### config.mk
export PLATFORM = sky130hd
export DESIGN_NAME = hsvrgb_chan_scale
export DESIGN_NICKNAME = d
export VERILOG_FILES = /design/src/sv/hsvrgb_pkg.sv /design/src/sv/hsvrgb_chan_scale.sv
export SDC_FILE = /design/constraint.sdc
export NUM_CORES = 1
export LEC_CHECK = 0
export BUFFER_PORTS_ARGS = -buffer_cell sky130_fd_sc_hd__buf_4
export CAP_MARGIN = 20
export CELL_PAD_IN_SITES_DETAIL_PLACEMENT = 1
export CELL_PAD_IN_SITES_GLOBAL_PLACEMENT = 1
export CORE_UTILIZATION = 38
export CTS_CLUSTER_DIAMETER = 60
export DETAILED_ROUTE_END_ITERATION = 8
export PLACE_DENSITY_LB_ADDON = 0.1
export SYNTH_ARGS = -nofsm -noshare
export SYNTH_HDL_FRONTEND = slang
export SYNTH_SLANG_ARGS = --single-unit
### constraint.sdc
create_clock -name clk -period 19.8 [get_ports clk]
set_input_delay 3.96 -clock clk [delete_from_list [all_inputs] [get_ports clk]]
set_output_delay 3.96 -clock clk [all_outputs]
set_load 0.05 [all_outputs]
### src/sv/hsvrgb_pkg.sv
// Shared constants, types and helpers for the HSV to RGB converter.
`default_nettype none

package hsvrgb_pkg;

    localparam int unsigned SECTOR_SPAN = 3840;
    localparam int unsigned SECTOR_LAST = 8;

    localparam logic [11:0] SPAN_VAL = 12'd3840;
    localparam logic [27:0] ONE_VAL  = 28'd251658240;
    localparam logic [7:0]  CHAN_MAX = 8'd255;

    localparam logic [2:0] SEC_0 = 3'd0;
    localparam logic [2:0] SEC_1 = 3'd1;
    localparam logic [2:0] SEC_2 = 3'd2;
    localparam logic [2:0] SEC_3 = 3'd3;
    localparam logic [2:0] SEC_4 = 3'd4;
    localparam logic [2:0] SEC_5 = 3'd5;

    typedef logic [16:0] frac_t;
    typedef logic [27:0] scale_t;
    typedef logic [28:0] sprod_t;
    typedef logic [44:0] chan_prod_t;

    function automatic logic [14:0] sector_base(input logic [3:0] k);
        return 15'(k * SECTOR_SPAN);
    endfunction

endpackage

`default_nettype wire

### src/sv/hsvrgb_chan_scale.sv
// One output channel: brightness times scale, then floor(x*255) with saturation.
`default_nettype none

module hsvrgb_chan_scale (
    input  wire logic                    clk,
    input  wire hsvrgb_pkg::frac_t       brightness,
    input  wire hsvrgb_pkg::scale_t      scale,
    output logic [7:0]                   chan
);

    hsvrgb_pkg::chan_prod_t prod_reg;
    hsvrgb_pkg::chan_prod_t prod_next;
    logic [49:0]            scaled;
    logic [7:0]             chan_reg;
    logic [7:0]             chan_next;

    assign prod_next = 45'(brightness) * 45'(scale);

    // x*255 / (15 * 2^40) == x*17 / 2^40
    assign scaled    = {1'b0, prod_reg, 4'b0000} + {5'b00000, prod_reg};
    assign chan_next = (scaled[49:48] != 2'b00) ? hsvrgb_pkg::CHAN_MAX : scaled[47:40];

    always_ff @(posedge clk)
    begin
        prod_reg <= prod_next;
        chan_reg <= chan_next;
    end

    assign chan = chan_reg;

endmodule

`default_nettype wire

==> summary.log, run 1 <==
qor: yosys.mappedNetlistArea 17500 um^2
qor: global_route.global_route_wire_length_before_repair 81.9 mm
qor: clock_network.post_cts.resized_instances 0
qor: yosys.net_count_synth 2574
qor: global_route.gr-total-overflow 0
qor: place.cell_area_placed 18300 um^2
qor: sta.clock.fmax 0.103 GHz
qor: clock_network.hold_fix_buffers_at_cts 0
qor: sta.grt_setup_unrepaired no
qor: global_route.antenna_found_initial 1
qor: floorplan.fp.dieArea 46800 um^2
qor: finish.flow.area_growth_from_synthesis 5.44%
qor: flow_run.drv_cap 0
qor: global_route.grt_usage 22.1%
qor: floorplan.design.core.area 45400 um^2
qor: sta.skew 0.00582 ns
qor: clock_network.worst_case_clock_buffer_depth 2
qor: setup_path.r2r_start prod_reg[26]$_DFF_P_
qor: finish.num-nets-final 2545
qor: yosys.synth_warnings 0
qor: clock_network.cts_made_buffers 5
qor: clock_network.cts_sinks 53
qor: floorplan.floorplan.io_pins 54
qor: finish.final_cell_area 18400 um^2
qor: yosys.synth_top_flop_cell dfxtp_1
qor: routing.vias_after_detailed_routing 12819
qor: clock_network.cts-root-buf clkbuf_16
qor: setup_path.worstSetupStartpointType input port
qor: clock_network.postCtsSetupRepairBufs 0
qor: place.numPortBuffers 53
qor: setup_path.cp.required 19.96 ns
qor: finish.largest_register_ffs 45
qor: finish.num-fill-cells 5392
qor: yosys.combinational_family_with_the_most_area_after_synthesis adder cells
qor: finish.stdcell_count 2552
qor: sta.tightestPinTransition 0.510 ns
qor: routing.via_per_inst 5.02
qor: setup_path.critPathArrivalTime 9.87 ns
qor: finish.ratio_of_cells_with_drive_above_1_in_the_final_layout 3.69%
qor: sta.setup-violations-final 0
qor: clock_network.clk_pin_slew_worst_paths 0.06 ns
qor: yosys.yosys-mux-area-fraction 0.115%
qor: routing.drc 0
qor: setup_path.worst-r2r-cell-count 9
qor: hold_path.min-delay-path-class reg -> reg
qor: place.place_worst_setup_slack 9.74 ns
qor: sta.setup_slack 10.09 ns
qor: global_route.largest_net_degree_at_the_start_of_global_routing 29
qor: place.gp_routability_congestion 0.815
qor: setup_path.cp_max_fo 28
qor: routing.first_pass_iters 4
qor: setup_path.timing.critical_path.to_type flip-flop
qor: yosys.synth_simple_gate_area_share 16.9%
qor: setup_path.worst-r2r-setup-slack 17.11 ns
qor: clock_network.worstSkewPairLatency 0.28 ns
qor: yosys.postSynth.asyncResetShare 0%
qor: setup_path.critical_path_class in -> reg
qor: sta.finalMaxSlewViolations 0
qor: yosys.xor_and_xnor_area_share_after_synthesis 1.96%
qor: clock_network.tritoncts yes
qor: routing.detail-route-antenna-nets 0
qor: yosys.share_of_synthesized_cell_area_in_full_adder_half_adder_and_majority_cells 56.0%
qor: status.outcome complete, no violations
qor: hold_path.worst_hold_path.endpoint chan[4]$_SDFF_PP1_
qor: yosys.syn_inst 1980
qor: hold_path.min-delay-start prod_reg[44]$_DFF_P_
qor: global_route.via_count_of_the_first_global_routing_pass 15141
qor: routing.drt-wirelength-per-cell 18.8 um
qor: clock_network.htree_num_levels 2
qor: yosys.synth-compound-area-share 7.21%
qor: routing.routed_wl 48.0 mm
qor: hold_path.hold-path-cell-count 2
qor: yosys.yosys_register_bits 53
qor: routing.first_iter_violations 425
qor: finish.antenna_cells_inserted 0
qor: yosys.synth-edff-count 0
qor: floorplan.die_x 216 um
qor: place.dp.cells 2544
qor: sta.finalHoldViolations 0
qor: floorplan.die_y 216 um
qor: yosys.netlist-cell-type-count 64
qor: sta.worst_slew_margin_rel 66.0%
qor: place.place_hpwl 39.6 mm
qor: floorplan.start_util 38.5%
qor: setup_path.worstReg2RegEnd chan[2]$_SDFF_PP1_
qor: floorplan.rows 78
qor: yosys.yosysSeqAreaShare 6.07%
qor: yosys.synth.avg_cell_area 8.82 um^2
qor: sta.minimum_clock_period_after_layout 9.71 ns
qor: sta.period_share 49.0%
qor: sta.fin_setup_tns 0 ns
## area by class of cell
cell class / count / area (um^2) / area share [%]
Tap cell: 600 / 751 / 4.08
Timing Repair Buffer: 53 / 398 / 2.16
Clock buffer: 8 / 136 / 0.740
Inverter: 459 / 1720 / 9.35
Sequential cell: 53 / 1060 / 5.76
Multi-Input combinational cell: 1379 / 14400 / 77.9
## routing by layer
metal / track usage [%] / wire [um] / vias to the layer above
li1: - / - / 5850
met1: 28.8 / 21300 / 6798
met2: 40.7 / 25000 / 127
met3: 1.54 / 834 / 44
met4: 3.66 / 874 / 0
met5: 0 / 0 / -
## critical path, cell delays in order
cell and delay, ns:
buf_4 0.32, nand2_1 0.14, fa_1 0.55, inv_1 0.05
fa_1 0.50, inv_1 0.05, fa_1 0.54, inv_1 0.06
fa_1 0.48, fa_1 0.50, inv_1 0.05, fa_1 0.47
inv_1 0.04, ha_1 0.32, and4_1 0.25, a221o_1 0.35
o2111ai_1 0.46, o31ai_2 0.15, a221oi_2 0.31, o211ai_1 0.14
xor2_1 0.16
## kinds of logic (layout without fill, tap and decap cells)
| family | count (synthesis) | count (layout) |
|---|---|---|
| compound gates | 180 | 180 |
| xor+xnor | 39 | 39 |
| fa+ha+maj | 548 | 548 |
| buf+inv | 548 | 520 |
| flops | 53 | 53 |
| mux | 2 | 2 |
| simple gates | 610 | 610 |
## cells in the final DEF (no fill, tap or decap), types with 11 or more instances in the layout
cell	count
buf_4	53
inv_1	458
nand2_1	315
o21ai_0	12
dfxtp_1	53
nand4_1	13
nand3_1	14
nor3_1	11
a21o_1	27
ha_1	159
a21oi_1	47
nor2_1	28
fa_1	389
and2_1	198
o21bai_1	13
o21ai_1	11
xnor2_1	29
## cell usage after synthesis (4+ instances only)
master	instances	area (um^2)
a31oi_1	8	50.1
nand2b_1	7	43.8
nand4_1	13	81.3
o21bai_1	13	97.6
a21oi_1	47	235
fa_1	389	7790
nand2_1	315	1180
nor3_1	11	55.1
a211oi_1	7	52.6
o211ai_1	4	30.0
ha_1	159	1990
and4_1	4	35.0
a21o_1	27	203
and2_1	198	1240
a21oi_2	4	35.0
dfxtp_1	53	1060
o2111ai_1	4	35.0
inv_1	458	1720
and3_1	6	37.5
xnor2_1	29	254
nand3_1	14	70.1
o21ai_1	11	55.1
o21a_1	7	52.6
nor2_1	28	105
o21ai_0	12	60.1
xor2_1	10	87.6
nor2b_1	6	37.5
clkbuf_1	87	327
## metrics by stage
stage,util (%),hold WS (ns)
4_1_cts,40.6,0.526
3_5_place_dp,40.3,0.512
3_3_place_gp,40.3,0.508
6_report,40.6,0.521
5_1_grt,40.6,0.587
2_1_floorplan,-,0.458
## how the worst max path moves through the flow
stage                                 to           start  cells past startpoint
floorplan           prod_reg[36]$_DFF_P_   brightness[8]                     22
global placement    prod_reg[44]$_DFF_P_  brightness[12]                     20
detailed placement  prod_reg[44]$_DFF_P_  brightness[12]                     20
CTS                 prod_reg[44]$_DFF_P_  brightness[12]                     20
global route        prod_reg[44]$_DFF_P_  brightness[11]                     20
finish              prod_reg[36]$_DFF_P_   brightness[8]                     21
Power of run 1 is not shown: default switching activity piles up to over one toggle a cycle in this logic, so the estimate is an artifact.
==> run 2, diff against run 1 <==
==> constraint.sdc (replaced) <==
create_clock -name clk -period 10 [get_ports clk]
set_input_delay 2 -clock clk [delete_from_list [all_inputs] [get_ports clk]]
set_output_delay 2 -clock clk [all_outputs]
set_load 0.05 [all_outputs]
==> run 2 against run 1 <==
  * Final cell count is essentially flat
  * Die area is the same
  * Count of clock-buffer cells in the layout shrank 1
  * Critical path depth shrank 1
  * Sequential share of layout area is essentially flat
  * Clock skew grew 0.0017 ns
  * Critical path type unchanged
==> summary.log, run 2 (synthesized netlist as in run 1, its figures left out) <==
qor: clock_network.hold_fix_buffers_at_cts 0 [unchanged]
qor: routing.detail-route-antenna-nets 0 [unchanged]
qor: global_route.antenna_found_initial 1 [unchanged]
qor: setup_path.timing.critical_path.to_type flip-flop
qor: global_route.via_count_of_the_first_global_routing_pass 15120 [-0.14%]
qor: sta.grt_setup_unrepaired no
qor: clock_network.cts_sinks 53 [unchanged]
qor: sta.worst_slew_margin_rel 66.1% [+0.12 points]
qor: setup_path.worst_path_max_delay_cell fa_1
qor: sta.finalMaxSlewViolations 0 [unchanged]
qor: clock_network.postCtsSetupRepairBufs 0 [unchanged]
qor: routing.vias_after_detailed_routing 12766 [-0.41%]
qor: clock_network.worst_case_clock_buffer_depth 2 [unchanged]
qor: setup_path.cp_max_fo 28 [unchanged]
qor: clock_network.clk_pin_slew_worst_paths 0.06 ns [about the same]
qor: global_route.grt_util_met2 40.1% [-0.50 points]
qor: setup_path.worst-r2r-cell-count 9 [unchanged]
qor: flow_run.drv_cap 0 [unchanged]
qor: clock_network.worstSkewPairLatency 0.29 ns [about the same]
qor: setup_path.worst-r2r-setup-slack 7.31 ns [-9.80 ns]
qor: floorplan.start_util 38.5% [unchanged]
qor: status.outcome complete, no violations
qor: routing.first_pass_iters 5 [+1]
qor: floorplan.fp.dieArea 46800 um^2 [unchanged]
qor: global_route.gr-usage-met3 1.46% [-0.084 points]
qor: global_route.grt_use_met1 29.0% [+0.22 points]
qor: sta.fin_setup_tns 0 ns [unchanged]
qor: setup_path.critical_path_class in -> reg
qor: global_route.grt_busiest_layer met2
qor: sta.setup-violations-final 0 [unchanged]
qor: routing.via_per_inst 5.00 [-0.37%]
qor: place.gp_routability_congestion 0.815 [about the same]
qor: clock_network.cts-root-buf clkbuf_16
qor: setup_path.worstSetupStartpointType input port
qor: finish.most_frequent_standard_cell_in_the_layout_excluding_fill_and_tap_cells inv_1
qor: setup_path.cp.required 10.20 ns [-9.76 ns]
qor: sta.skew 0.00755 ns [+0.00172 ns]
qor: setup_path.worst_path_most_repeated_cell fa_1
qor: global_route.grt_usage 22.1% [about the same]
qor: routing.routed_wl 47.5 mm [-0.99%]
qor: setup_path.cpPeakStageDelay 0.58 ns [+0.03 ns]
qor: sta.tightestPinTransition 0.508 ns [-0.00183 ns]
qor: routing.drt-wirelength-per-cell 18.6 um [-0.95%]
qor: finish.ratio_of_cells_with_drive_above_1_in_the_final_layout 3.74% [+0.053 points]
qor: global_route.largest_net_degree_at_the_start_of_global_routing 29 [unchanged]
qor: clock_network.post_cts.resized_instances 0 [unchanged]
qor: floorplan.floorplan.io_pins 54 [unchanged]
qor: floorplan.die_x 216 um [unchanged]
qor: sta.finalHoldViolations 0 [unchanged]
qor: floorplan.design.core.area 45400 um^2 [unchanged]
qor: floorplan.rows 78 [unchanged]
qor: sta.period_share 78.0%
qor: global_route.global_route_wire_length_before_repair 81.5 mm [-0.44%]
qor: place.place_hpwl 39.3 mm [-0.69%]
qor: finish.antenna_cells_inserted 0 [unchanged]
qor: clock_network.tritoncts yes
qor: clock_network.htree_num_levels 2 [unchanged]
qor: finish.num-nets-final 2545 [unchanged]
qor: sta.minimum_clock_period_after_layout 7.80 ns
qor: hold_path.hold-path-cell-count 2 [unchanged]
qor: global_route.gr-total-overflow 0 [unchanged]
qor: place.numPortBuffers 53 [unchanged]
qor: floorplan.die_y 216 um [unchanged]
qor: routing.first_iter_violations 350 [-18%]
qor: setup_path.crit_chain buf_4 -> nand2_1 -> fa_1 -> fa_1 -> fa_1 -> fa_1 -> inv_1 -> fa_1 -> inv_1 -> fa_1 -> inv_1 -> ha_1 -> a211oi_1 -> o21ai_0 -> o211ai_1 -> a21oi_1 -> a211oi_2 -> o21ai_2 -> a2111o_1 -> o2111ai_1
qor: finish.largest_register_ffs 45 [unchanged]
qor: clock_network.cts_made_buffers 5 [unchanged]
qor: finish.final_cell_mix 458 x inv_1, 389 x fa_1, 315 x nand2_1
qor: finish.flow.area_growth_from_synthesis 5.47% [about the same]
qor: sta.clock.fmax 0.128 GHz
qor: hold_path.min-delay-path-class reg -> reg
qor: setup_path.critPathArrivalTime 8.00 ns [-1.87 ns]
qor: routing.drc 0 [unchanged]
qor: sta.hold_slack 0.527 ns [+0.00589 ns]
==> run 2: through the flow <==
| step | utilization (%) | setup slack (ns) | cells | cell area (um^2) |
|---|---|---|---|---|
| floorplan | - | 2.26 | 1980 | 17500 |
| global placement | 40.3 | 1.90 | 2544 | 18300 |
| detailed placement | 40.3 | 1.91 | 2544 | 18300 |
| CTS | 40.6 | 2.16 | 2551 | 18400 |
| global route | 40.6 | 1.85 | 2551 | 18400 |
| finish | 40.6 | 2.20 | 2551 | 18400 |
==> run 2: final cells by class <==
type / count / area [um^2]
clock buffer: 7 / 143
fill: 5355 / 27000
inverter: 459 / 1720
multi-input combinational: 1379 / 14400
sequential: 53 / 1060
tap: 600 / 751
timing repair buffer: 53 / 398
==> run 2: metal layers <==
| layer | wire length, um | up-vias | part of all wire, % |
|---|---|---|---|
| met2 | 24600 | 153 | 52 |
| li1 | - | 5840 | - |
| met5 | 0 | - | 0 |
| met1 | 21100 | 6724 | 44 |
| met4 | 930 | 0 | 2.0 |
| met3 | 909 | 49 | 1.9 |
==> run 2: path summary, 6_finish.rpt <==
check                       start              endpoint
max                 brightness[2]  prod_reg[37]$_DFF_P_
min reg2reg  prod_reg[44]$_DFF_P_    chan[4]$_SDFF_PP1_
min          prod_reg[44]$_DFF_P_    chan[4]$_SDFF_PP1_
max reg2reg  prod_reg[22]$_DFF_P_    chan[2]$_SDFF_PP1_
==> run 2: critical path: cells and delay by family <==
family | cells | cell delay (ns)
compound gates | 8 | 1.91
fa+ha+maj | 7 | 3.43
buf+inv | 4 | 0.49
simple gates | 1 | 0.15
Power of run 2 is left out for the same reason.
